$ cat config.mk
export PLATFORM = sky130hd
export DESIGN_NAME = ills_ctrl
export DESIGN_NICKNAME = d
export VERILOG_FILES = /design/src/rtl/indexed_linked_list_store_macros.svh /design/src/rtl/ills_pkg.sv /design/src/rtl/ills_ctrl.sv
export SDC_FILE = /design/constraint.sdc
export NUM_CORES = 1
export LEC_CHECK = 0
export BUFFER_PORTS_ARGS = -buffer_cell sky130_fd_sc_hd__buf_4
export CAP_MARGIN = 20
export CORE_MARGIN = 3
export CORE_UTILIZATION = 55
export DETAILED_ROUTE_END_ITERATION = 6
export GPL_ROUTABILITY_DRIVEN = 0
export PLACE_DENSITY = 0.83
export SETUP_SLACK_MARGIN = 0.1
export SYNTH_ARGS = -nofsm -noshare
export SYNTH_HDL_FRONTEND = slang
export SYNTH_SLANG_ARGS = --single-unit
$ cat constraint.sdc
create_clock -name i_clk -period 2.7 [get_ports i_clk]
set_clock_uncertainty 0.05 [all_clocks]
set_input_delay 0.27 -clock i_clk [delete_from_list [all_inputs] [get_ports i_clk]]
set_output_delay 0.27 -clock i_clk [all_outputs]
set_load 0.01 [all_outputs]
$ cat src/rtl/indexed_linked_list_store_macros.svh
// Assertion macros for the RTL of the indexed linked list store.
// No dependencies; included by ills_datapath, the module that carries assertions.
`ifndef INDEXED_LINKED_LIST_STORE_MACROS_SVH
`define INDEXED_LINKED_LIST_STORE_MACROS_SVH

// same-cycle implication, disabled during reset
`define ILLS_ASSERT_IMP(name, clk, rstn, ante, cons, msg) \
    name: assert property (@(posedge clk) disable iff (!(rstn)) (ante) |-> (cons)) \
        else $error(msg);

// next-cycle implication, disabled during reset
`define ILLS_ASSERT_NXT(name, clk, rstn, ante, cons, msg) \
    name: assert property (@(posedge clk) disable iff (!(rstn)) (ante) |=> (cons)) \
        else $error(msg);

`endif

$ cat src/rtl/ills_pkg.sv
// Package of the indexed linked list store: request, status and micro-op codes,
// and the structs between controller and datapath. No dependencies.
package ills_pkg;

    // request types
    localparam logic [2:0] REQ_INSERT  = 3'd0;
    localparam logic [2:0] REQ_DELETE  = 3'd1;
    localparam logic [2:0] REQ_READ    = 3'd2;
    localparam logic [2:0] REQ_WRITE   = 3'd3;
    localparam logic [2:0] REQ_APPEND  = 3'd4;
    localparam logic [2:0] REQ_PREPEND = 3'd5;

    // result status
    localparam logic [1:0] ST_DONE   = 2'd0;
    localparam logic [1:0] ST_REJECT = 2'd1;
    localparam logic [1:0] ST_FULL   = 2'd2;

    // datapath micro-ops
    localparam logic [4:0] OP_NONE     = 5'd0;
    localparam logic [4:0] OP_LATCH    = 5'd1;
    localparam logic [4:0] OP_REJ      = 5'd2;
    localparam logic [4:0] OP_FULL     = 5'd3;
    localparam logic [4:0] OP_ALLOC_RD = 5'd4;
    localparam logic [4:0] OP_ALLOC    = 5'd5;
    localparam logic [4:0] OP_APP      = 5'd6;
    localparam logic [4:0] OP_PRE      = 5'd7;
    localparam logic [4:0] OP_WSTART   = 5'd8;
    localparam logic [4:0] OP_WSTEP    = 5'd9;
    localparam logic [4:0] OP_WEND     = 5'd10;
    localparam logic [4:0] OP_INS_RD   = 5'd11;
    localparam logic [4:0] OP_INS_W1   = 5'd12;
    localparam logic [4:0] OP_INS_W2   = 5'd13;
    localparam logic [4:0] OP_DF_RD    = 5'd14;
    localparam logic [4:0] OP_DF       = 5'd15;
    localparam logic [4:0] OP_DB_RD    = 5'd16;
    localparam logic [4:0] OP_DB       = 5'd17;
    localparam logic [4:0] OP_DM_RD    = 5'd18;
    localparam logic [4:0] OP_DM       = 5'd19;
    localparam logic [4:0] OP_RD_RD    = 5'd20;
    localparam logic [4:0] OP_RD       = 5'd21;
    localparam logic [4:0] OP_WR       = 5'd22;
    localparam logic [4:0] OP_HV_RD    = 5'd23;
    localparam logic [4:0] OP_TV_RD    = 5'd24;
    localparam logic [4:0] OP_TV       = 5'd25;

    typedef struct packed {
        logic [4:0] op;
    } t_dp_cmd;

    typedef struct packed {
        logic [2:0] req;
        logic       pos_ok;      // position below length
        logic       pos_ins_ok;  // position not above length
        logic       pos_zero;
        logic       pos_end;     // position equals length
        logic       pos_last;    // position equals length - 1
        logic       room;
        logic       walk_done;
    } t_dp_stat;

    typedef struct packed {
        logic in_ready;
        logic out_valid;
    } t_hs_ctl;

endpackage

$ cat src/rtl/ills_ctrl.sv
// Controller of the indexed linked list store: sequences each request through
// datapath micro-ops. Depends on ills_pkg.
module ills_ctrl
    import ills_pkg::*;
(
    input  logic     i_clk,
    input  logic     i_rst_n,
    input  logic     i_in_valid,
    input  logic     i_out_ready,
    input  t_dp_stat i_stat,
    output t_dp_cmd  o_cmd,
    output t_hs_ctl  o_hs
);

    localparam logic [4:0] S_IDLE  = 5'd0;
    localparam logic [4:0] S_DEC   = 5'd1;
    localparam logic [4:0] S_ARD   = 5'd2;
    localparam logic [4:0] S_ALLOC = 5'd3;
    localparam logic [4:0] S_APP   = 5'd4;
    localparam logic [4:0] S_PRE   = 5'd5;
    localparam logic [4:0] S_WS    = 5'd6;
    localparam logic [4:0] S_WALK  = 5'd7;
    localparam logic [4:0] S_IRD   = 5'd8;
    localparam logic [4:0] S_IW1   = 5'd9;
    localparam logic [4:0] S_IW2   = 5'd10;
    localparam logic [4:0] S_DFRD  = 5'd11;
    localparam logic [4:0] S_DF    = 5'd12;
    localparam logic [4:0] S_DBRD  = 5'd13;
    localparam logic [4:0] S_DB    = 5'd14;
    localparam logic [4:0] S_DMRD  = 5'd15;
    localparam logic [4:0] S_DM    = 5'd16;
    localparam logic [4:0] S_RRD   = 5'd17;
    localparam logic [4:0] S_RD    = 5'd18;
    localparam logic [4:0] S_WR    = 5'd19;
    localparam logic [4:0] S_HV    = 5'd20;
    localparam logic [4:0] S_TV    = 5'd21;
    localparam logic [4:0] S_TVC   = 5'd22;
    localparam logic [4:0] S_OUT   = 5'd23;

    logic [4:0] r_state, n_state;

    // next state and micro-op
    always_comb begin
        n_state     = r_state;
        o_cmd.op    = OP_NONE;
        o_hs        = '0;
        unique case (r_state)
            S_IDLE: begin
                o_hs.in_ready = 1'b1;
                if (i_in_valid) begin
                    o_cmd.op = OP_LATCH;
                    n_state  = S_DEC;
                end
            end
            S_DEC: begin
                n_state = S_HV;
                priority case (i_stat.req)
                    REQ_INSERT: begin
                        if (!i_stat.pos_ins_ok) begin
                            o_cmd.op = OP_REJ;
                        end else if (!i_stat.room) begin
                            o_cmd.op = OP_FULL;
                        end else begin
                            n_state = S_ARD;
                        end
                    end
                    REQ_DELETE: begin
                        if (!i_stat.pos_ok) begin
                            o_cmd.op = OP_REJ;
                        end else if (i_stat.pos_zero) begin
                            n_state = S_DFRD;
                        end else if (i_stat.pos_last) begin
                            n_state = S_DBRD;
                        end else begin
                            n_state = S_WS;
                        end
                    end
                    REQ_READ, REQ_WRITE: begin
                        if (!i_stat.pos_ok) begin
                            o_cmd.op = OP_REJ;
                        end else begin
                            n_state = S_WS;
                        end
                    end
                    REQ_APPEND, REQ_PREPEND: begin
                        if (!i_stat.room) begin
                            o_cmd.op = OP_FULL;
                        end else begin
                            n_state = S_ARD;
                        end
                    end
                    default: o_cmd.op = OP_REJ;
                endcase
            end
            S_ARD: begin
                o_cmd.op = OP_ALLOC_RD;
                n_state  = S_ALLOC;
            end
            S_ALLOC: begin
                o_cmd.op = OP_ALLOC;
                if (i_stat.req == REQ_PREPEND
                    || (i_stat.req == REQ_INSERT && i_stat.pos_zero)) begin
                    n_state = S_PRE;
                end else if (i_stat.req == REQ_APPEND || i_stat.pos_end) begin
                    n_state = S_APP;
                end else begin
                    n_state = S_WS;
                end
            end
            S_APP: begin
                o_cmd.op = OP_APP;
                n_state  = S_HV;
            end
            S_PRE: begin
                o_cmd.op = OP_PRE;
                n_state  = S_HV;
            end
            S_WS: begin
                o_cmd.op = OP_WSTART;
                n_state  = S_WALK;
            end
            // one link a cycle until the target slot is reached
            S_WALK: begin
                if (!i_stat.walk_done) begin
                    o_cmd.op = OP_WSTEP;
                end else begin
                    o_cmd.op = OP_WEND;
                    priority case (i_stat.req)
                        REQ_INSERT: n_state = S_IRD;
                        REQ_DELETE: n_state = S_DMRD;
                        REQ_READ:   n_state = S_RRD;
                        default:    n_state = S_WR;
                    endcase
                end
            end
            S_IRD: begin
                o_cmd.op = OP_INS_RD;
                n_state  = S_IW1;
            end
            S_IW1: begin
                o_cmd.op = OP_INS_W1;
                n_state  = S_IW2;
            end
            S_IW2: begin
                o_cmd.op = OP_INS_W2;
                n_state  = S_HV;
            end
            S_DFRD: begin
                o_cmd.op = OP_DF_RD;
                n_state  = S_DF;
            end
            S_DF: begin
                o_cmd.op = OP_DF;
                n_state  = S_HV;
            end
            S_DBRD: begin
                o_cmd.op = OP_DB_RD;
                n_state  = S_DB;
            end
            S_DB: begin
                o_cmd.op = OP_DB;
                n_state  = S_HV;
            end
            S_DMRD: begin
                o_cmd.op = OP_DM_RD;
                n_state  = S_DM;
            end
            S_DM: begin
                o_cmd.op = OP_DM;
                n_state  = S_HV;
            end
            S_RRD: begin
                o_cmd.op = OP_RD_RD;
                n_state  = S_RD;
            end
            S_RD: begin
                o_cmd.op = OP_RD;
                n_state  = S_HV;
            end
            S_WR: begin
                o_cmd.op = OP_WR;
                n_state  = S_HV;
            end
            S_HV: begin
                o_cmd.op = OP_HV_RD;
                n_state  = S_TV;
            end
            S_TV: begin
                o_cmd.op = OP_TV_RD;
                n_state  = S_TVC;
            end
            S_TVC: begin
                o_cmd.op = OP_TV;
                n_state  = S_OUT;
            end
            S_OUT: begin
                o_hs.out_valid = 1'b1;
                if (i_out_ready) begin
                    n_state = S_IDLE;
                end
            end
            default: n_state = S_IDLE;
        endcase
    end

    // state register
    always_ff @(posedge i_clk) begin
        if (!i_rst_n) begin
            r_state <= S_IDLE;
        end else begin
            r_state <= n_state;
        end
    end

endmodule

==> impl_metrics.tcl, run 1 <==
set metrics [dict create \
    grt_max_degree 20 \
    drt_iter0_markers 59 \
    detail_route.wirelength_mm 2.11 \
    worstSkewPairLatency_ns 0.25 \
    top_register "r_state" \
    crit_path_max_incr_delay_ns 0.69 \
    core_sq_um 1200 \
    synth_nets 127 \
    endpoint_kind "output port" \
    synth_area_per_cell_sq_um 6.82 \
    p_leak_nw 0.350 \
    period_share_pct 80.8 \
    synthTopCellsByCount "nor2_1 (12), nand2_1 (10), nand2b_1 (10), a21oi_1 (8), buf_2 (7)" \
    largest_register_ffs 5 \
    htree_num_levels 1 \
    path_buf_inv 1 \
    detail_route.wl_per_cell_microns 14.9 \
    grt_use_total_pct 23.0 \
    ant_nets 0 \
    fp.dieArea_sq_um 1890 \
    reg_top3 "r_state x5" \
    ys_seq_area_share_pct 13.0 \
    cp_cell_sequence "nor2_1 > and2_1 > o211ai_1 > o221ai_1 > buf_4" \
    cts_tree "built" \
    die_width_microns 43.4 \
    pwr_density_cell_nw_per_um2 857 \
    ys_async_sr_fraction_pct 0 \
    avgViaCountPerCell 6.42 \
    crit_slowest_cell "dfxtp_1" \
    grt_pass1_wl_mm 3.35 \
    dp.cells 137 \
    cts_root_buffer "clkbuf_4" \
    clock_path_buffers 2 \
    initial_utilization_pct 64.2 \
    tightestPinTransition_ns 0.618 \
    syn_area_sq_um 771 \
    vias 905 \
    synth-seq-cells 5 \
    grt_antenna_before_repair 0 \
    netlist_instances 113 \
    cp.required_ns 2.38 \
    hold_path_class "input pin to flip-flop" \
    synth_edf_count 0 \
    die_h_microns 43.4 \
    slew_headroom_pct 58.8 \
    slew_violations 0 \
    maxCapViolCount 0 \
    arrival_ns 1.86 \
    setup_viol 0 \
    cts_hold_buffers 0 \
    cts.repair.resized 0 \
    setup.worst_path.class "flip-flop to output port" \
    finalCriticalPeriod_ns 2.18 \
    finalNonFillerCells 141 \
    ys.warnings.count 0 \
    postCtsSetupRepairBufs 0 \
    grt_pass1_vias 716 \
    final_layout_size_suffix_gt1_share_pct 23.6 \
    cts.clk_slew.worst_paths_ns 0.05 \
    ys_top_cells_by_area "dfxtp_1 (13%), nand2b_1 (8.1%), nor2_1 (5.8%), a21oi_1 (5.2%), nand2_1 (4.9%)" \
    final_nets 142 \
    io_buffers 20 \
    drc 0 \
    final.setup.tns_ns 0 \
    synth_top_area_cell "dfxtp_1" \
    finalHoldViolCount 0 \
    clock-sinks 5 \
    status "finished, final reports clean" \
    fin_total_pwr_mw 0.787 \
    synth_top_area_share_pct 13.0 \
    antenna_cells 0 \
    yosysMostFrequentCell "nor2_1" \
    grt-ovfl-total 0 \
    synth-main-ff-cell "dfxtp_1" \
    rsz0062_at_grt "no" \
    synthToLayoutAreaGrowth_pct 19.2 \
    pre_cts_slack_ns 0.823 \
    dp_hpwl_mm 1.57 \
    fmax_mhz 458 \
    first_pass_iters 4 \
    setup_ws_ns 0.518 \
    irDropWorstVdd_uv 543 \
    crit_path_start_kind "flip-flop" \
    cts_buffers 3 \
    ios 21 \
    crit_family "flip-flops" \
    cp_max_fo 18 \
    rows 12 \
    ys_types 44 \
]
==> tightest hold or removal path, cell delays in order <==
cell and delay [ns]:
buf_4 0.10, nand3b_1 0.06, o21ai_1 0.07
==> through the flow <==
| step | instance area [sq um] | util [%] | hold WS, ns |
|---|---|---|---|
| 3_5_place_dp | 892 | 74.3 | 0.492 |
| 5_1_grt | 918 | 76.5 | 0.281 |
| 2_1_floorplan | 771 | - | 0.366 |
| 6_report | 918 | 76.5 | 0.228 |
| 4_1_cts | 918 | 76.5 | 0.231 |
| 3_3_place_gp | 892 | 74.3 | 0.490 |
==> logic make-up after synthesis <==
logic type      after synthesis  share of synthesized area, %
flops                         5                          13.0
compound gates               43                          39.6
simple gates                 50                          36.7
buf+inv                      12                          6.98
xor+xnor                      2                          2.27
mux                           1                          1.46
==> routing by layer <==
layer | global-route usage, % | vias up | part of all wire (%)
met5 | 0 | - | 0
met4 | 12.7 | 0 | 4.4
met3 | 4.56 | 12 | 8.4
met2 | 31.0 | 55 | 42
met1 | 33.3 | 390 | 45
li1 | - | 448 | -
==> final cells by class <==
class	instances	area [sq um]
Sequential cell	5	100
Inverter	2	7.51
Multi-Input combinational cell	96	617
Timing Repair Buffer	20	150
Clock buffer	4	26.3
Fill cell	101	283
Tap cell	14	17.5
==> layout by cell type (no fill, tap or decap), types with 2 or more instances in the layout <==
master    synthesis  final
nand2_1          10     10
nand3_1           2      2
a22oi_1           4      4
o31ai_1           3      3
a21oi_1           8      8
o22ai_1           2      2
xnor2_1           2      2
nor2_1           12     12
dfxtp_1           5      5
nor2b_1           3      3
o21ai_1           3      3
buf_4             0     20
and2_1            3      3
o211ai_1          2      2
nand2b_1         10     10
nand3b_1          2      2
o21ai_0           5      5
o311a_1           3      3
clkbuf_4          0      3
==> power breakdown <==
group / total [mW] / leakage (nW) / internal (mW) / switching (mW)
combinational: 0.497 / 0.294 / 0.262 / 0.235
clock: 0.0917 / 0.0150 / 0.0562 / 0.0355
sequential: 0.199 / 0.0409 / 0.0962 / 0.103
total: 0.787 / 0.350 / 0.414 / 0.373
==> worst paths after layout <==
path,slack (ns),depth (start not counted),end,from
worst min register to register,0.74,2,r_state[2],r_state[2]
worst max-delay path,0.52,5,o_cmd[1],r_state[1]
worst min-delay path,0.23,3,r_state[4],i_rst_n
worst max register to register,0.84,5,r_state[1],r_state[1]
Power figures use the tool's default switching activity.
==> run 2: changes to the inputs <==
--- a/config.mk
+++ b/config.mk
@@ -5,13 +5,14 @@
 export SDC_FILE = /design/constraint.sdc
 export NUM_CORES = 1
 export LEC_CHECK = 0
+export ABC_AREA = 1
 export BUFFER_PORTS_ARGS = -buffer_cell sky130_fd_sc_hd__buf_4
 export CAP_MARGIN = 20
 export CORE_MARGIN = 3
-export CORE_UTILIZATION = 55
+export CORE_UTILIZATION = 52
 export DETAILED_ROUTE_END_ITERATION = 6
 export GPL_ROUTABILITY_DRIVEN = 0
-export PLACE_DENSITY = 0.83
+export PLACE_DENSITY = 0.79
 export SETUP_SLACK_MARGIN = 0.1
 export SYNTH_ARGS = -nofsm -noshare
 export SYNTH_HDL_FRONTEND = slang
==> constraint.sdc (replaced) <==
create_clock -name i_clk -period 2.05 [get_ports i_clk]
set_clock_uncertainty 0.05 [all_clocks]
set_input_delay 0.205 -clock i_clk [delete_from_list [all_inputs] [get_ports i_clk]]
set_output_delay 0.205 -clock i_clk [all_outputs]
set_load 0.01 [all_outputs]
==> run 2 against run 1 <==
First-iteration DRC count increased by 10%. Synthesized cell count rose by 43%. Non-clock buffer count did not move. Global-route usage up 4.3 points. Die area rose by 11%. Combinational power is 64% higher. Worst setup slack lost 0.39 ns. Sequential power is 5% lower. Worst hold slack worse by 0.029 ns. Core utilization decreased by 1.4 points. Via count rose by 30%.
==> impl_metrics.tcl, run 2 <==
set metrics [dict create \
    setup_viol 0 \
    fp.dieArea_sq_um 2090 \
    fmax_mhz 520 \
    wl_met1_mm 1.12 \
    cts_tree "built" \
    hold_path_class "input pin to flip-flop" \
    netlist_instances 162 \
    cts_root_buffer "clkbuf_4" \
    finalCriticalPeriod_ns 1.92 \
    final.setup.tns_ns 0 \
    grt_pass1_vias 1011 \
    slew_headroom_pct 78.7 \
    synth_xor_area_share_pct 0 \
    synth_top_area_cell "nand2_1" \
    final_cell_mix "nand2_1 (46), inv_1 (23), nor2_1 (21)" \
    initial_utilization_pct 59.2 \
    synth-compound-area-share_pct 21.1 \
    r2r_start "r_state[1]" \
    synth_edf_count 0 \
    reg_top3 "r_state x5" \
    ys_top_cells_by_area "nand2_1 (22%), dfxtp_1 (12%), nand3_1 (11%), inv_1 (11%), nor2_1 (11%)" \
    ys_types 24 \
    finalHoldViolCount 0 \
    synth_nets 176 \
    grt-ovfl-total 0 \
    postPlaceCellArea_sq_um 980 \
    cp_max_fo 6 \
    grt_pass1_wl_mm 4.24 \
    arrival_ns 1.67 \
    antenna_cells 0 \
    crit_slowest_cell "dfxtp_1" \
    hold_ws_ns 0.199 \
    dp_hpwl_mm 2.09 \
    first_pass_iters 5 \
    slew_violations 0 \
    cp_cell_sequence "nand2_2 > nor2_4 > nand2_4 > or2_1 > nand2_1 > a21oi_1 > o311ai_1 > buf_4" \
    drt_iter0_markers 65 \
    final_layout_size_suffix_gt1_share_pct 22.2 \
    tightestPinTransition_ns 0.319 \
    synth-seq-cells 5 \
    yosysMostFrequentCell "nand2_1" \
    io_buffers 20 \
    detail_route.wirelength_mm 2.65 \
    clock_path_buffers 2 \
    grt_use_total_pct 27.3 \
    maxCapViolCount 0 \
    ff2ff_setup_slack_ns 0.39 \
    cts_hold_buffers 0 \
    synth-simple-area-share_pct 54.3 \
    synth_top_family_by_area "simple AND/OR/NAND/NOR gates" \
    detail_route.wl_per_cell_microns 13.2 \
    htree_num_levels 1 \
    cts.clk_slew.worst_paths_ns 0.04 \
    cts_buffers 3 \
    critPathCapture "o_cmd[0]" \
    top_register "r_state" \
    worstSkewPairLatency_ns 0.24 \
    status "finished, final reports clean" \
    clock-sinks 5 \
    cp.required_ns 1.79 \
    crit_path_start_kind "flip-flop" \
    maxUsedRoutingLayer "met4" \
    p_leak_nw 0.606 \
    die_h_microns 45.7 \
    drc 0 \
    ios 21 \
    final_nets 200 \
    path_buf_inv 1 \
    post-route-cell-area_sq_um 1040 \
    synthMuxAreaShare_pct 0 \
    irDropWorstVdd_uv 959 \
    period_share_pct 93.8 \
    fin_total_pwr_mw 1.12 \
    largest_register_ffs 5 \
    ys_seq_area_share_pct 12.2 \
    crit_path_max_incr_delay_ns 0.41 \
    rsz0062_at_grt "yes" \
    setup.worst_path.class "flip-flop to output port" \
    synth_area_per_cell_sq_um 5.05 \
    dr_wl_met2_mm 1.17 \
    r2r_cells 8 \
    core_sq_um 1380 \
    crit_family "simple AND/OR/NAND/NOR gates" \
    synth_top_area_share_pct 21.6 \
    die_width_microns 45.7 \
    synthTopCellsByCount "nand2_1 (47), inv_1 (23), nor2_1 (23), nand3_1 (18), a21oi_1 (14)" \
    grt_max_degree 9 \
    synth-main-ff-cell "dfxtp_1" \
    crit_cells 8 \
    vias 1172 \
    ys.warnings.count 0 \
    final_common_cell "nand2_1" \
    pre_cts_slack_ns 0.242 \
    endpoint_kind "output port" \
    grt_antenna_before_repair 0 \
    syn_area_sq_um 818 \
    avgViaCountPerCell 5.86 \
    setup_ws_ns 0.127 \
    rows 13 \
    ant_nets 0 \
    synthToLayoutAreaGrowth_pct 26.8 \
    ys_async_sr_fraction_pct 0 \
    pwr_density_cell_nw_per_um2 1080 \
    cp-startpoint "r_state[1]" \
    r2r_end "r_state[3]" \
    wl_met3_microns 301 \
    synthAdderAreaFrac_pct 0 \
]
## run 2: cell count changes in the layout (fill, tap and decap cells not counted), sizes merged, moves of 3 or more
cell / delta
a22oi: -4
a21oi: +6
nor2b: -3
nand3: +16
nor2: +12
o311a: -3
nand2b: -10
inv: +23
nand2: +40
## run 2: cell families (layout without fill, tap and decap cells)
family          after synthesis  count (layout)
buf+inv                      26              49
simple gates                101             101
flops                         5               5
compound gates               30              30
## run 2: worst min path at each step
| stage | from | end | slack (ns) | depth (start not counted) |
|---|---|---|---|---|
| after floorplan | i_rst_n | r_state[3] | 0.33 | 2 |
| after CTS | i_out_ready | r_state[4] | 0.19 | 4 |
| after global routing | i_out_ready | r_state[4] | 0.22 | 4 |
| after detailed placement | i_rst_n | r_state[1] | 0.44 | 3 |
| final | i_out_ready | r_state[4] | 0.20 | 4 |
| after global placement | i_rst_n | r_state[3] | 0.43 | 3 |
## run 2: what timing repair did
item,4_1_cts,5_1_grt
setup buffers,0,0
setup endpoints to repair,3,4
gates resized for setup,1,12
pin swaps,0,1
## run 2: stage by stage
| stage | std cells | utilization (%) |
|---|---|---|
| finish | 200 | 75.0 |
| global route | 200 | 75.0 |
| CTS | 200 | 72.9 |
| detailed placement | 196 | 70.9 |
| global placement | 196 | 70.9 |
| floorplan | 162 | - |
## run 2: where the power goes
part | total (mW) | internal [mW] | switching (mW)
registers | 0.190 | 0.135 | 0.0556
logic | 0.817 | 0.312 | 0.505
clock network | 0.112 | 0.0735 | 0.0389
total | 1.12 | 0.520 | 0.599
## run 2: per-layer routing
layer	vias up	GRT usage [%]
met2	93	42.3
met3	10	5.14
li1	573	-
met4	0	12.3
met5	-	0
met1	496	36.1
## run 2: area by class of cell
cell class | instances | area [sq um]
sequential | 5 | 106
clock buffer | 4 | 26.3
fill | 125 | 345
multi-input combinational | 131 | 642
inverter | 25 | 93.8
timing repair buffer | 20 | 150
tap | 15 | 18.8
## run 2: worst register-to-register path, cell delays in order (launching register included)
cell and delay (ns):
dfxtp_1 0.41, nand2_2 0.15, nor2_4 0.16, nand2_4 0.09
or2_1 0.23, and2_4 0.16, o21a_4 0.13, o31ai_1 0.08
nor2_1 0.08
